<file path="src/hw/rtl/hss_pkg.sv">
`default_nettype none
package hss_pkg;

	localparam int RAW_W      = 20;
	localparam int PERIOD_W   = 24;
	localparam int TICK_W     = 16;
	localparam int READ_W     = 48;
	localparam int SEND_W     = 24;
	localparam int TEMP_W     = 15;
	localparam int HUM_W      = 14;
	localparam int STATUS_BIT = 47;

	localparam logic [1:0] CMD_TICK    = 2'd0;
	localparam logic [1:0] CMD_RUN     = 2'd1;
	localparam logic [1:0] CMD_REQ     = 2'd2;
	localparam logic [1:0] CMD_RESTART = 2'd3;

	localparam logic [1:0] CNT_NONE  = 2'd0;
	localparam logic [1:0] CNT_RESET = 2'd1;
	localparam logic [1:0] CNT_CMD   = 2'd3;

	localparam logic [SEND_W-1:0] SEND_NONE  = 24'h000000;
	localparam logic [SEND_W-1:0] SEND_RESET = 24'hBA0000;
	localparam logic [SEND_W-1:0] SEND_INIT  = 24'hE10800;
	localparam logic [SEND_W-1:0] SEND_MEAS  = 24'hAC3300;

	localparam logic CFG_IDX_MODE   = 1'b0;
	localparam logic CFG_IDX_PERIOD = 1'b1;

	localparam logic                MODE_MANUAL  = 1'b0;
	localparam logic                MODE_AUTO    = 1'b1;
	localparam logic [PERIOD_W-1:0] PERIOD_RESET = 24'd1000;

	localparam int WAIT_SHORT_MS = 25;
	localparam int MEAS_MS       = 80;

	localparam logic [14:0] TEMP_SCALE  = 15'd20000;
	localparam logic [14:0] TEMP_OFFSET = 15'd5000;
	localparam logic [13:0] HUM_SCALE   = 14'd10000;

	typedef enum logic [1:0] {
		PH_WAKE  = 2'd0,
		PH_RESET = 2'd1,
		PH_INIT  = 2'd2,
		PH_WORK  = 2'd3
	} phase_t;

	typedef struct packed {
		logic                work_mode;
		logic [PERIOD_W-1:0] meas_period;
	} cfg_t;

	typedef struct packed {
		logic [1:0]        send_count;
		logic [SEND_W-1:0] send_bytes;
		logic              read_done;
		logic              data_valid;
	} ctrl_res_t;

endpackage
`default_nettype wire

</file>
<file path="src/hw/rtl/hss_if.sv">
`default_nettype none
interface hss_in_if;
	logic                       valid;
	logic                       ready;
	logic [1:0]                 cmd;
	logic [hss_pkg::TICK_W-1:0] tick_ms;
	logic [hss_pkg::READ_W-1:0] read_data;

	modport source (output valid, cmd, tick_ms, read_data, input ready);
	modport sink (input valid, cmd, tick_ms, read_data, output ready);
endinterface

interface hss_out_if;
	logic                              valid;
	logic                              ready;
	logic [1:0]                        send_count;
	logic [hss_pkg::SEND_W-1:0]        send_bytes;
	logic                              read_done;
	logic                              data_valid;
	logic signed [hss_pkg::TEMP_W-1:0] temperature_centi;
	logic [hss_pkg::HUM_W-1:0]         humidity_centi;

	modport source (output valid, send_count, send_bytes, read_done, data_valid,
		temperature_centi, humidity_centi, input ready);
	modport sink (input valid, send_count, send_bytes, read_done, data_valid,
		temperature_centi, humidity_centi, output ready);
endinterface
`default_nettype wire

</file>
<file path="src/hw/rtl/humidity_sensor_sequencer_unit.sv">
`default_nettype none
// Sequencer for a temperature and humidity sensor: ticks, run polls, manual
// requests and sequence resets come in, and every input transfer yields exactly
// one result transfer holding the command bytes to send now, the read flags and
// the converted readings in hundredths. One item is taken every clock cycle while
// the result side is not stalled; each input passes through the input register
// and then the result register, and the timing logic between the two decides the
// next state and the result together. A stalled result holds the input side back
// only once both registers are full.
module humidity_sensor_sequencer_unit #(
	parameter int TIMER_BITS = 32
) (
	input  wire logic                         clk,
	input  wire logic                         arst_n,
	input  wire logic                         cfg_we,
	input  wire logic                         cfg_index,
	input  wire logic [hss_pkg::PERIOD_W-1:0] cfg_data,
	hss_in_if.sink                            items,
	hss_out_if.source                         results
);
	import hss_pkg::*;

	cfg_t               cfg_q;
	logic               vld_s1;
	logic [1:0]         cmd_s1;
	logic [TICK_W-1:0]  tick_s1;
	logic [READ_W-1:0]  rd_s1;
	logic               vld_s2;
	ctrl_res_t          res_s2;
	logic signed [TEMP_W-1:0] temp_s2;
	logic [HUM_W-1:0]   hum_s2;
	logic               adv;
	logic               fire;
	ctrl_res_t          res;
	logic signed [TEMP_W-1:0] temp;
	logic [HUM_W-1:0]   hum;

	assign adv         = !vld_s2 || results.ready;
	assign fire        = vld_s1 && adv;
	assign items.ready = !vld_s1 || adv;

	always_ff @(posedge clk or negedge arst_n) begin
		if (!arst_n) begin
			cfg_q.work_mode   <= MODE_MANUAL;
			cfg_q.meas_period <= PERIOD_RESET;
		end else if (cfg_we) begin
			case (cfg_index)
				CFG_IDX_MODE:   cfg_q.work_mode <= cfg_data[0];
				CFG_IDX_PERIOD: cfg_q.meas_period <= cfg_data;
				default:        cfg_q <= cfg_q;
			endcase
		end
	end

	hss_ctrl #(
		.TIMER_BITS(TIMER_BITS)
	) u_ctrl (
		.clk    (clk),
		.arst_n (arst_n),
		.fire   (fire),
		.cmd    (cmd_s1),
		.tick_ms(tick_s1),
		.busy   (rd_s1[STATUS_BIT]),
		.cfg    (cfg_q),
		.res    (res)
	);

	hss_conv u_conv (
		.raw_t(rd_s1[RAW_W-1:0]),
		.raw_h(rd_s1[2*RAW_W-1:RAW_W]),
		.temp (temp),
		.hum  (hum)
	);

	always_ff @(posedge clk or negedge arst_n) begin
		if (!arst_n) begin
			vld_s1 <= 1'b0;
			vld_s2 <= 1'b0;
		end else begin
			if (items.ready) begin
				vld_s1 <= items.valid;
			end
			if (adv) begin
				vld_s2 <= vld_s1;
			end
		end
	end

	always_ff @(posedge clk) begin
		if (items.valid && items.ready) begin
			cmd_s1  <= items.cmd;
			tick_s1 <= items.tick_ms;
			rd_s1   <= items.read_data;
		end
		if (fire) begin
			res_s2  <= res;
			temp_s2 <= res.data_valid ? temp : '0;
			hum_s2  <= res.data_valid ? hum : '0;
		end
	end

	assign results.valid             = vld_s2;
	assign results.send_count        = res_s2.send_count;
	assign results.send_bytes        = res_s2.send_bytes;
	assign results.read_done         = res_s2.read_done;
	assign results.data_valid        = res_s2.data_valid;
	assign results.temperature_centi = temp_s2;
	assign results.humidity_centi    = hum_s2;
endmodule
`default_nettype wire

</file>
<file path="src/hw/rtl/hss_conv.sv">
`default_nettype none
module hss_conv (
	input  wire logic [hss_pkg::RAW_W-1:0]         raw_t,
	input  wire logic [hss_pkg::RAW_W-1:0]         raw_h,
	output logic signed [hss_pkg::TEMP_W-1:0]      temp,
	output logic [hss_pkg::HUM_W-1:0]              hum
);
	import hss_pkg::*;

	logic [RAW_W+15-1:0] q_t;
	logic [RAW_W+14-1:0] q_h;
	logic [TEMP_W-1:0]   fl;
	logic                frac;
	logic [TEMP_W-1:0]   ce;

	assign q_t  = (RAW_W+15)'(raw_t) * (RAW_W+15)'(TEMP_SCALE);
	assign q_h  = (RAW_W+14)'(raw_h) * (RAW_W+14)'(HUM_SCALE);
	assign fl   = q_t[RAW_W+15-1:RAW_W];
	assign frac = |q_t[RAW_W-1:0];

	// below the offset the result rounds toward zero, so take the ceiling
	assign ce   = fl + TEMP_W'((fl < TEMP_OFFSET) && frac);
	assign temp = signed'(ce - TEMP_OFFSET);
	assign hum  = q_h[RAW_W+14-1:RAW_W];
endmodule
`default_nettype wire

</file>
<file path="src/hw/rtl/hss_ctrl.sv">
`default_nettype none
module hss_ctrl #(
	parameter int TIMER_BITS = 32
) (
	input  wire logic                       clk,
	input  wire logic                       arst_n,
	input  wire logic                       fire,
	input  wire logic [1:0]                 cmd,
	input  wire logic [hss_pkg::TICK_W-1:0] tick_ms,
	input  wire logic                       busy,
	input  wire hss_pkg::cfg_t              cfg,
	output hss_pkg::ctrl_res_t              res
);
	import hss_pkg::*;

	localparam int CW = (TIMER_BITS > PERIOD_W) ? TIMER_BITS : PERIOD_W;

	phase_t                phase_q, phase_n;
	logic                  pending_q, pending_n;
	logic [TIMER_BITS-1:0] elapsed_q, elapsed_n;
	logic [TIMER_BITS:0]   sum;
	logic [PERIOD_W-1:0]   per;
	logic                  short_done;
	logic                  meas_done;
	logic                  period_done;
	logic                  manual_req;

	assign sum         = {1'b0, elapsed_q} + (TIMER_BITS+1)'(tick_ms);
	assign per         = (cfg.meas_period < PERIOD_W'(MEAS_MS)) ? PERIOD_W'(MEAS_MS) :
		cfg.meas_period;
	assign short_done  = elapsed_q >= TIMER_BITS'(WAIT_SHORT_MS);
	assign meas_done   = elapsed_q >= TIMER_BITS'(MEAS_MS);
	assign period_done = CW'(elapsed_q) >= CW'(per);
	assign manual_req  = (cfg.work_mode == MODE_MANUAL) && !pending_q;

	always_comb begin
		phase_n   = phase_q;
		pending_n = pending_q;
		elapsed_n = elapsed_q;
		case (cmd)
			CMD_TICK: begin
				elapsed_n = sum[TIMER_BITS] ? '1 : sum[TIMER_BITS-1:0];
			end
			CMD_REQ: begin
				if (manual_req) begin
					elapsed_n = '0;
					pending_n = 1'b1;
				end
			end
			CMD_RESTART: begin
				pending_n = 1'b0;
				elapsed_n = '0;
				phase_n   = PH_RESET;
			end
			default: begin
				case (phase_q)
					PH_WAKE, PH_RESET: begin
						if (pending_q) begin
							if (short_done) begin
								pending_n = 1'b0;
								phase_n   = (phase_q == PH_WAKE) ? PH_RESET : PH_INIT;
							end
						end else begin
							elapsed_n = '0;
							pending_n = 1'b1;
						end
					end
					PH_INIT: begin
						if (pending_q) begin
							if (short_done) begin
								phase_n   = PH_WORK;
								pending_n = 1'b0;
								if (cfg.work_mode == MODE_AUTO) begin
									elapsed_n = '0;
									pending_n = 1'b1;
								end
							end
						end else begin
							elapsed_n = '0;
							pending_n = 1'b1;
						end
					end
					default: begin
						if (pending_q) begin
							if (meas_done) begin
								pending_n = 1'b0;
							end
						end else if (cfg.work_mode == MODE_AUTO && period_done) begin
							elapsed_n = '0;
							pending_n = 1'b1;
						end
					end
				endcase
			end
		endcase
	end

	always_comb begin
		res            = '0;
		res.send_count = CNT_NONE;
		res.send_bytes = SEND_NONE;
		case (cmd)
			CMD_REQ: begin
				if (manual_req) begin
					res.send_count = CNT_CMD;
					res.send_bytes = SEND_MEAS;
				end
			end
			CMD_RUN: begin
				case (phase_q)
					PH_RESET: begin
						if (!pending_q) begin
							res.send_count = CNT_RESET;
							res.send_bytes = SEND_RESET;
						end
					end
					PH_INIT: begin
						if (!pending_q) begin
							res.send_count = CNT_CMD;
							res.send_bytes = SEND_INIT;
						end else if (short_done && cfg.work_mode == MODE_AUTO) begin
							res.send_count = CNT_CMD;
							res.send_bytes = SEND_MEAS;
						end
					end
					PH_WORK: begin
						if (pending_q) begin
							if (meas_done) begin
								res.read_done  = 1'b1;
								res.data_valid = !busy;
							end
						end else if (cfg.work_mode == MODE_AUTO && period_done) begin
							res.send_count = CNT_CMD;
							res.send_bytes = SEND_MEAS;
						end
					end
					default: begin
						res.send_count = CNT_NONE;
					end
				endcase
			end
			default: begin
				res.send_count = CNT_NONE;
			end
		endcase
	end

	always_ff @(posedge clk or negedge arst_n) begin
		if (!arst_n) begin
			phase_q   <= PH_WAKE;
			pending_q <= 1'b0;
			elapsed_q <= '0;
		end else if (fire) begin
			phase_q   <= phase_n;
			pending_q <= pending_n;
			elapsed_q <= elapsed_n;
		end
	end
endmodule
`default_nettype wire

</file>
<file path="src/flat_wrapper.sv">
// flat-port wrapper written by rule: the top's interface ports become plain ports
module humidity_sensor_sequencer_unit_flat import hss_pkg::*;
#(
	parameter int TIMER_BITS = 32
)
  (clk, arst_n, cfg_we, cfg_index, cfg_data, items_valid, items_cmd, items_tick_ms, items_read_data, items_ready, results_valid, results_send_count, results_send_bytes, results_read_done, results_data_valid, results_temperature_centi, results_humidity_centi, results_ready);
  hss_in_if items_i ();
  hss_out_if results_i ();
  input  wire logic clk;
  input  wire logic arst_n;
  input  wire logic cfg_we;
  input  wire logic cfg_index;
  input  wire logic [hss_pkg::PERIOD_W-1:0] cfg_data;
  input wire logic [$bits(items_i.valid)-1:0] items_valid;
  input wire logic [$bits(items_i.cmd)-1:0] items_cmd;
  input wire logic [$bits(items_i.tick_ms)-1:0] items_tick_ms;
  input wire logic [$bits(items_i.read_data)-1:0] items_read_data;
  output wire logic [$bits(items_i.ready)-1:0] items_ready;
  output wire logic [$bits(results_i.valid)-1:0] results_valid;
  output wire logic [$bits(results_i.send_count)-1:0] results_send_count;
  output wire logic [$bits(results_i.send_bytes)-1:0] results_send_bytes;
  output wire logic [$bits(results_i.read_done)-1:0] results_read_done;
  output wire logic [$bits(results_i.data_valid)-1:0] results_data_valid;
  output wire logic [$bits(results_i.temperature_centi)-1:0] results_temperature_centi;
  output wire logic [$bits(results_i.humidity_centi)-1:0] results_humidity_centi;
  input wire logic [$bits(results_i.ready)-1:0] results_ready;
  assign items_i.valid = items_valid;
  assign items_i.cmd = items_cmd;
  assign items_i.tick_ms = items_tick_ms;
  assign items_i.read_data = items_read_data;
  assign items_ready = items_i.ready;
  assign results_valid = results_i.valid;
  assign results_send_count = results_i.send_count;
  assign results_send_bytes = results_i.send_bytes;
  assign results_read_done = results_i.read_done;
  assign results_data_valid = results_i.data_valid;
  assign results_temperature_centi = results_i.temperature_centi;
  assign results_humidity_centi = results_i.humidity_centi;
  assign results_i.ready = results_ready;
  humidity_sensor_sequencer_unit #(.TIMER_BITS(TIMER_BITS)) u_core (.clk(clk), .arst_n(arst_n), .cfg_we(cfg_we), .cfg_index(cfg_index), .cfg_data(cfg_data), .items(items_i), .results(results_i));
endmodule
</file>
<file path="config.mk">
export PLATFORM = sky130hd
export DESIGN_NAME = humidity_sensor_sequencer_unit_flat
export DESIGN_NICKNAME = d
export VERILOG_FILES = /design/src/hw/rtl/hss_pkg.sv /design/src/hw/rtl/hss_if.sv /design/src/hw/rtl/humidity_sensor_sequencer_unit.sv /design/src/hw/rtl/hss_conv.sv /design/src/hw/rtl/hss_ctrl.sv /design/src/flat_wrapper.sv
export SDC_FILE = /design/constraint.sdc
export NUM_CORES = 1
export LEC_CHECK = 0
export BUFFER_PORTS_ARGS = -buffer_cell sky130_fd_sc_hd__buf_2
export CAP_MARGIN = 10
export CORE_UTILIZATION = 36
export DETAILED_ROUTE_END_ITERATION = 6
export PLACE_DENSITY = 0.58
export SYNTH_ARGS = -nofsm -noshare
export SYNTH_HDL_FRONTEND = slang
export SYNTH_HIERARCHICAL = 1
export SYNTH_SLANG_ARGS = --single-unit
</file>
<file path="constraint.sdc">
create_clock -name clk -period 17.6 [get_ports clk]
set_input_delay 5.28 -clock clk [delete_from_list [all_inputs] [get_ports clk]]
set_output_delay 5.28 -clock clk [all_outputs]
set_load 0.02 [all_outputs]
</file>
# [Word level (Yosys, flattened, before mapping)]
# Cells that the tools add are included.
[op_classes] reduce_logical=25 shift=0 div_mod_pow=0 n_mux=43 magnitude_cmp=5 eq_ne=15 bitwise=4 add_sub_neg=3 mul=2
[ops] cell="32-bit two-way mux" n=8
[ops] cell="26-bit two-way mux" n=5
[ops] cell="32-bit one-hot mux with 3 select lines" n=1
[ops] cell="24-bit one-hot mux with 3 select lines" n=1
[ops] cell="32-bit one-hot mux with 2 select lines" n=1
[ops] cell="20-bit by 10-bit multiplier with 30-bit output, second input constant" n=2
[ops] cell="24-bit one-hot mux with 2 select lines" n=1
[ops] cell="32-bit by 16-bit adder with 33-bit output" n=1
[ops] cell="32-bit by 24-bit greater-or-equal comparator with 1-bit output" n=1
[ops] cell="32-bit by 5-bit greater-or-equal comparator with 1-bit output, second input constant" n=1
[ops] cell="32-bit by 7-bit greater-or-equal comparator with 1-bit output, second input constant" n=1
[ops] cell="25-bit two-way mux" n=1
[ops] cell="24-bit by 7-bit < comparator with 1-bit output, second input constant" n=1
[ops] cell="24-bit two-way mux" n=1
[ops] cell="15-bit by 1-bit adder with 15-bit output" n=1
[ops] cell="15-bit by 13-bit < comparator with 1-bit output, second input constant" n=1
[ops] cell="5-bit by 1-bit inequality test with 1-bit output, second input constant" n=3
[ops] cell="15-bit OR reduction" n=1
[ops] cell="15-bit by 13-bit subtractor with 15-bit output, second input constant" n=1
[ops] cell="7-bit AND reduction" n=2
[ops] cell="1-bit two-way mux" n=12
[ops] cell="2-bit two-way mux" n=6
[ops] cell="3-bit by 2-bit inequality test with 1-bit output, second input constant" n=4
[ops] cell="2-bit one-hot mux with 2 select lines" n=3
[ops] cell="17 further kinds" n=37
[totals] latchBits=0 ff_bits=185 output_inout_bits=59 ramBits=0 memories=0 input_bits=96 romBits=0

# [Longest topological paths before layout]
# Gate-level depths: netlist (run 1).
[logic_depth] depth_word=8 depth_mapped=29 mapped_depth_nobuf=28

# [By module]
# The synthesis (run 1) kept the hierarchy.
[modules_own_cells] module="hss_conv" area_per_inst_um2=6789.0 n_inst=1 seq_area_each_um2=0.0 cells_each=802
[modules_own_cells] module="humidity_sensor_sequencer_unit" area_per_inst_um2=4790.8 n_inst=1 seq_area_each_um2=4166.5 cells_each=210
[modules_own_cells] module="hss_ctrl" area_per_inst_um2=3703.6 n_inst=1 seq_area_each_um2=875.8 cells_each=474

# [Worst setup path after synthesis (run 1)]
# OpenSTA, ideal clock, no wires.
[synth_path] kind="input port to output port" from="input port results_ready" to="output port items_ready" setup_slack_ns=6.762 path_buffers=0 arrival_time_ns=5.558 stages=1 t_required_ns=12.320 path_cell_list="nand3b_1"
[synth_between] elab_chain_cells=2
[synth_lines] item="start: declaration" line_no="flat_wrapper.sv:26" source="input wire logic [$bits(results_i.ready)-1:0] results_ready;"
[synth_lines] item="1-bit logical OR" line_no="humidity_sensor_sequencer_unit.sv:38" source="assign adv = !vld_s2 || results.ready;"
[synth_lines] item="1-bit logical OR" line_no="humidity_sensor_sequencer_unit.sv:40" source="assign items.ready = !vld_s1 || adv;"
[synth_lines] item="end: declaration" line_no="flat_wrapper.sv:18" source="output wire logic [$bits(items_i.ready)-1:0] items_ready;"
# Every way passes these cells.

# [Worst setup path after layout (run 1)]
# Same ends and word-level chain as after synthesis.

==> results of run 1 <==
-- worst paths after layout --
path,startpoint,endpoint,slack [ns]
setup reg to reg,u_core/rd_s1[13],u_core/results.temperature_centi[14],10.53
max in group asynchronous,arst_n,u_core/u_ctrl/elapsed_q[28],12.08
hold / removal,u_core/vld_s1,u_core/results.valid,0.49
setup / recovery,results_ready,items_ready,6.56
min in group asynchronous,arst_n,u_core/cfg_q[15],4.99
hold reg to reg,u_core/vld_s1,u_core/results.valid,0.49
-- cells by family after synthesis --
family          synth area share (%)
compound gates                 11.72
simple gates                   10.88
xor+xnor                       2.685
mux                            2.612
flops                          32.99
fa+ha+maj                      29.50
buf+inv                        9.578
other cells                  0.02454
-- area by class of cell --
type	instances	share of cell area (%)
Multi-Input combinational cell	969	51.91
Sequential cell	178	29.66
Inverter	300	6.624
Timing Repair Buffer	150	4.460
Tap cell	539	3.967
Clock buffer	17	2.503
Clock inverter	15	0.8685
-- layer usage --
metal / global-route usage [%] / vias up
met5: 0 / -
met4: 5.109 / 0
met3: 3.215 / 31
met2: 27.55 / 164
met1: 20.74 / 5160
li1: - / 5290
-- sequential cells by signal (all words and copies together), names as in the netlist --
name and count:
u_core/results.data_valid 1, u_core/results.temperature_centi 15, u_core/cmd_s1 2, u_core/results.humidity_centi 14, u_core/results.send_count 2, u_core/results.read_done 1, u_core/u_ctrl/elapsed_q 32, u_core/results.valid 1
u_core/u_ctrl/phase_q 2, u_core/u_ctrl/pending_q 1, u_core/cfg_q 25, u_core/tick_s1 16, u_core/results.send_bytes 24, u_core/rd_s1 41, u_core/vld_s1 1
-- per-stage QoR --
step           total power (W)  cell area [µm²]  util [%]  hold slack (ns)
3_3_place_gp          0.002170            16430     39.16           0.4675
2_1_floorplan         0.001879            15320         -           0.4490
3_5_place_dp          0.002194            16430     39.16           0.4734
5_1_grt               0.002859            17000     40.53           0.5104
6_report              0.002567            17000     40.53           0.4855
4_1_cts               0.002597            17000     40.53           0.4901
-- layout by cell type (no fill, tap or decap), drive strengths merged, types with 27 or more instances in the layout --
master and count:
fa 94, nor2 75, o21ai 57, nand2 82
edfxtp 116, ha 210, xnor2 28, and2 41
dfrtp 56, a21oi 54, inv 307, buf 150
mux2 27
-- power by group through the flow --
stage                     logic, W  registers [W]  clock network [W]
after floorplan            0.00131       0.000569                  0
after global placement     0.00159       0.000580                  0
after detailed placement   0.00161       0.000581                  0
after CTS                  0.00163       0.000572           0.000396
after global routing       0.00187       0.000580           0.000408
final                      0.00162       0.000571           0.000377
-- worst max-delay path, delay by kind of cell --
kind                   cells  cell delay (ns)
buffers and inverters      2             0.29
AND/OR/NAND/NOR            1             0.19
==> reports/results.tsv, run 1 <==
metric	value	unit
flops & latches, synth	178	
First-pass DRT Iterations	5	
number of global-route vias before repair	11170	
first-pass GRT wire length	55590	µm
Setup Fix Bufs, Post-CTS	0	
crit path launch type	primary input	
placed cells	2136	
sequential area share after synthesis	32.99	%
CP Cell Sequence	buf_2, nand3b_1, buf_2	
highest metal used	met4	
Avg Cell Area, Syn	10.28	µm²
Peak supply drop	76.59	µV
unrepaired setup endpoints after global routing	no	
sequential power share	22.2	%
Total Wirelength	32580	µm
Tmin final	11.04	ns
outcome	completed	
setup ws final	6.559	ns
critical path's slowest cell	nand3b_1	
# H-tree levels	4	
Post-DRT Antenna Nets	0	
CP max FO	3	
unique cell type count in the Yosys netlist	90	
RePlAce Congestion	0.8282	
Via-to-Cell Ratio	4.910	
post-synth top area cell	edfxtp_1	
crit path DAT	5.76	ns
Hold Crit Class	flop to flop	
fin cells	2168	
Sum Neg Setup Slack	0	ns
post-synth top area share	22.79	%
Ys Warns	6	
Critical Path Max Stage Delay	0.19	ns
filler instances	4133	
WL/cell	15.03	µm
die height	208.0	µm
Clk Tree Root Cell	clkbuf_16	
ANT cells	0	
ys async rst share	34.83	%
Multi-input gate area	8825	µm²
share of layout cells above drive strength 1	14.79	%
endpoints failing hold	0	
ys flop type	edfxtp_1	
DR DRC count	0	
FF/Latch Area	5042	µm²
count leader, synth	inv_1	
Pleak	8.365	nW
worst skew pair latency	0.48	ns
Clk pwr share	14.7	%
critical path class	primary input to primary output	
pin count of the biggest net entering global routing	63	
Cells after Synth	1486	
Overflow after GRT	0	
Core ar.	41950	µm²
met1 wire length	15210	µm
Post-CTS Hold Fix Bufs	0	
CP required	12.32	ns
DRT iter0 DRCs	525	
hpwl dp	25350	µm
DIE AREA	43280	µm²
Synth area leaders	edfxtp_1 (23%), ha_1 (17%), fa_1 (12%), dfrtp_1 (9.2%), inv_1 (7.4%)	
total clock buffers created by CTS	17	
final setup vio count	0	
row count	75	
Slew headroom	17.45	%
die width	208.0	µm
IO Count	155	
IO Port Bufs	147	
Layout area overhead	11.22	%
power per cell area	151.0	nW/µm²
Reg clk slew, reported paths	0.07	ns
Post-synth top cells	inv_1 (300), ha_1 (210), edfxtp_1 (116)	
CTS max path bufs	2	
fmax	90.57	MHz
met3 wire length	976	µm
Tightest Pin Transition	1.232	ns
Vias	10650	
Combinational Power Share	63.1	%
Max Cap Violations	0	
Post-synth EDFFs	116	
PostCTS Resize Cnt	0	
Net Sw Frac	45.73	%
CTS tree	built	
Setup crit end kind	primary output	
fin. max-slew vios	0	
CTS Sinks	178	
Reg2Reg Depth	26	
most used cell, CP	buf_2	
Nets	2016	
dpl ws	6.569	ns
GRT Overall Usage	16.23	%
Clock Skews	0.01871	ns
Final Cycle Share	62.73	%
starting density of the core	36.44	%
Worst Hold Depth	1	
initial antenna violation count	0	
Sw Pwr	0.001174	W
Mapped Area	15280	µm²
DR WL met2	15840	µm
P_int	0.001393	W
Note: power is estimated with default switching activity, not from simulation.
==> run 2: changes to the inputs <==
--- a/config.mk
+++ b/config.mk
@@ -9,7 +9,7 @@
 export CAP_MARGIN = 10
 export CORE_UTILIZATION = 36
 export DETAILED_ROUTE_END_ITERATION = 6
-export PLACE_DENSITY = 0.58
+export PLACE_DENSITY = 0.6
 export SYNTH_ARGS = -nofsm -noshare
 export SYNTH_HDL_FRONTEND = slang
 export SYNTH_HIERARCHICAL = 1
==> constraint.sdc (replaced) <==
create_clock -name clk -period 10.1 [get_ports clk]
set_input_delay 3.03 -clock clk [delete_from_list [all_inputs] [get_ports clk]]
set_output_delay 3.03 -clock clk [all_outputs]
set_load 0.02 [all_outputs]
==> reports/results.tsv, run 2 (synthesis gave the netlist of run 1 again) <==
metric	value	unit
Tmin final	6.997	ns
placed cells	2136	
Worst Hold Depth	1	
top flop regs	u_core/rd_s1 (41), u_core/u_ctrl/elapsed_q (32), u_core/cfg_q (25)	
Core ar.	41950	µm²
PostCTS Resize Cnt	0	
max reg flops	41	
die width	208.0	µm
CP required	10.33	ns
Vias	10720	
number of global-route vias before repair	11310	
# H-tree levels	4	
CTS max path bufs	2	
Post-CTS Hold Fix Bufs	0	
worst skew pair latency	0.47	ns
leading cell types in the layout, fill and taps excluded	inv_1 (300), ha_1 (210), buf_2 (147)	
RePlAce Congestion	0.8481	
share of layout cells above drive strength 1	14.72	%
Max Cap Violations	0	
Pleak	8.371	nW
Reg2Reg Depth	26	
Nets	2017	
WL/cell	15.05	µm
Hold Crit Class	flop to flop	
Setup crit end kind	flop	
Layout area overhead	11.29	%
critical path class	flop to flop	
hpwl dp	25230	µm
crit path launch type	flop	
IO Port Bufs	147	
IO Count	155	
power per cell area	263.1	nW/µm²
Clk Tree Root Cell	clkbuf_16	
Final Cycle Share	69.28	%
pin count of the biggest net entering global routing	63	
post-layout util	40.55	%
worst r2r dst	u_core/results.temperature_centi[14]	
Clock Skews	0.01907	ns
Largest Register	u_core/rd_s1	
Placed Area	16430	µm²
ANT cells	0	
initial antenna violation count	0	
Post-DRT Antenna Nets	0	
starting density of the core	36.44	%
reg-to-reg startpoint	u_core/rd_s1[12]	
first-pass GRT wire length	55340	µm
Slew headroom	28.25	%
Peak supply drop	147.5	µV
sink of the worst hold path	u_core/results.valid	
DRT iter0 DRCs	462	
r2r setup slk	3.10	ns
fin cells	2169	
Finished Cell Area	17010	µm²
Sum Neg Setup Slack	0	ns
commonest non-fill, non-tap cell in the layout	inv_1	
DR DRC count	0	
fmax	142.9	MHz
crit path DAT	7.22	ns
unrepaired setup endpoints after global routing	no	
outcome	completed	
Via-to-Cell Ratio	4.942	
die height	208.0	µm
Total Wirelength	32640	µm
Worst Hold Launch	u_core/vld_s1	
CP max FO	10	
CTS Sinks	178	
endpoints failing hold	0	
DIE AREA	43280	µm²
total clock buffers created by CTS	17	
Reg clk slew, reported paths	0.07	ns
final setup vio count	0	
GRT Overall Usage	16.09	%
Tightest Pin Transition	1.076	ns
row count	75	
First-pass DRT Iterations	5	
Setup Fix Bufs, Post-CTS	0	
fin. max-slew vios	0	
Overflow after GRT	0	
CTS tree	built	
## run 2: changes by cell type in the layout (fill, tap and decap cells not counted), moves of 2 or more
cell      delta
clkinv_2     -3
inv_8        -3
clkbuf_1     +2
inv_4        +2
inv_6        +2
## run 2: worst max path at each step
stage | to | startpoint | slack, ns | cells after the start
final | u_core/results.temperature_centi[14] | u_core/rd_s1[12] | 3.10 | 26
after global routing | u_core/results.temperature_centi[14] | u_core/rd_s1[12] | 2.62 | 26
after CTS | u_core/results.temperature_centi[14] | u_core/rd_s1[13] | 3.06 | 26
after detailed placement | u_core/results.temperature_centi[14] | u_core/rd_s1[13] | 3.10 | 26
after global placement | u_core/results.temperature_centi[14] | u_core/rd_s1[13] | 3.19 | 26
after floorplan | items_ready | results_ready | 3.76 | 1
## run 2: power by group
group | internal [W] | switching [W]
sequential | 0.000885 | 0.000110
clock | 0.000338 | 0.000317
combinational | 0.00122 | 0.00160
## run 2: final cells by class
class | count | area [µm²]
inverters | 300 | 1126
flip-flops and latches | 178 | 5042
fillers | 4055 | 24940
clock inverters | 12 | 113.9
repair buffers | 151 | 769.5
clock buffers | 20 | 457.9
multi-input cells | 969 | 8825
well taps | 539 | 674.4
## run 2: per-stage QoR
step | hold WS, ns | setup slack [ns] | total power (W)
detailed placement | 0.4770 | 3.101 | 0.003818
floorplan | 0.4490 | 3.762 | 0.003274
finish | 0.4985 | 3.103 | 0.004475
global placement | 0.4621 | 3.190 | 0.003765
global route | 0.5212 | 2.622 | 0.004963
CTS | 0.4985 | 3.056 | 0.004519
## run 2: per-layer routing
layer  part of all wire (%)  track usage [%]  wire, µm  up-vias
li1                       -                -         -     5300
met1                     47            20.36     15250     5214
met2                     49            27.63     15970      180
met3                    3.1            2.883      1014       25
met4                    1.2            5.364       407        0
met5                      0                0         0        -
## run 2: worst max-delay path, cell delays in order, from the launching register on
cell and delay [ns]:
edfxtp_1 0.42, inv_1 0.26, fa_1 0.47, inv_1 0.07, ha_1 0.24, fa_1 0.48
ha_1 0.29, inv_1 0.05, fa_1 0.50, inv_1 0.04, ha_1 0.51, a21oi_2 0.09
a22o_1 0.25, o31a_1 0.30, a41oi_2 0.36, a21boi_1 0.14, xnor2_1 0.24, and3_1 0.31
a21o_1 0.14, a211oi_1 0.07, ha_1 0.22, ha_1 0.20, and2_1 0.17, or2_4 0.25
a311o_1 0.36, xnor2_1 0.13, and2_1 0.17
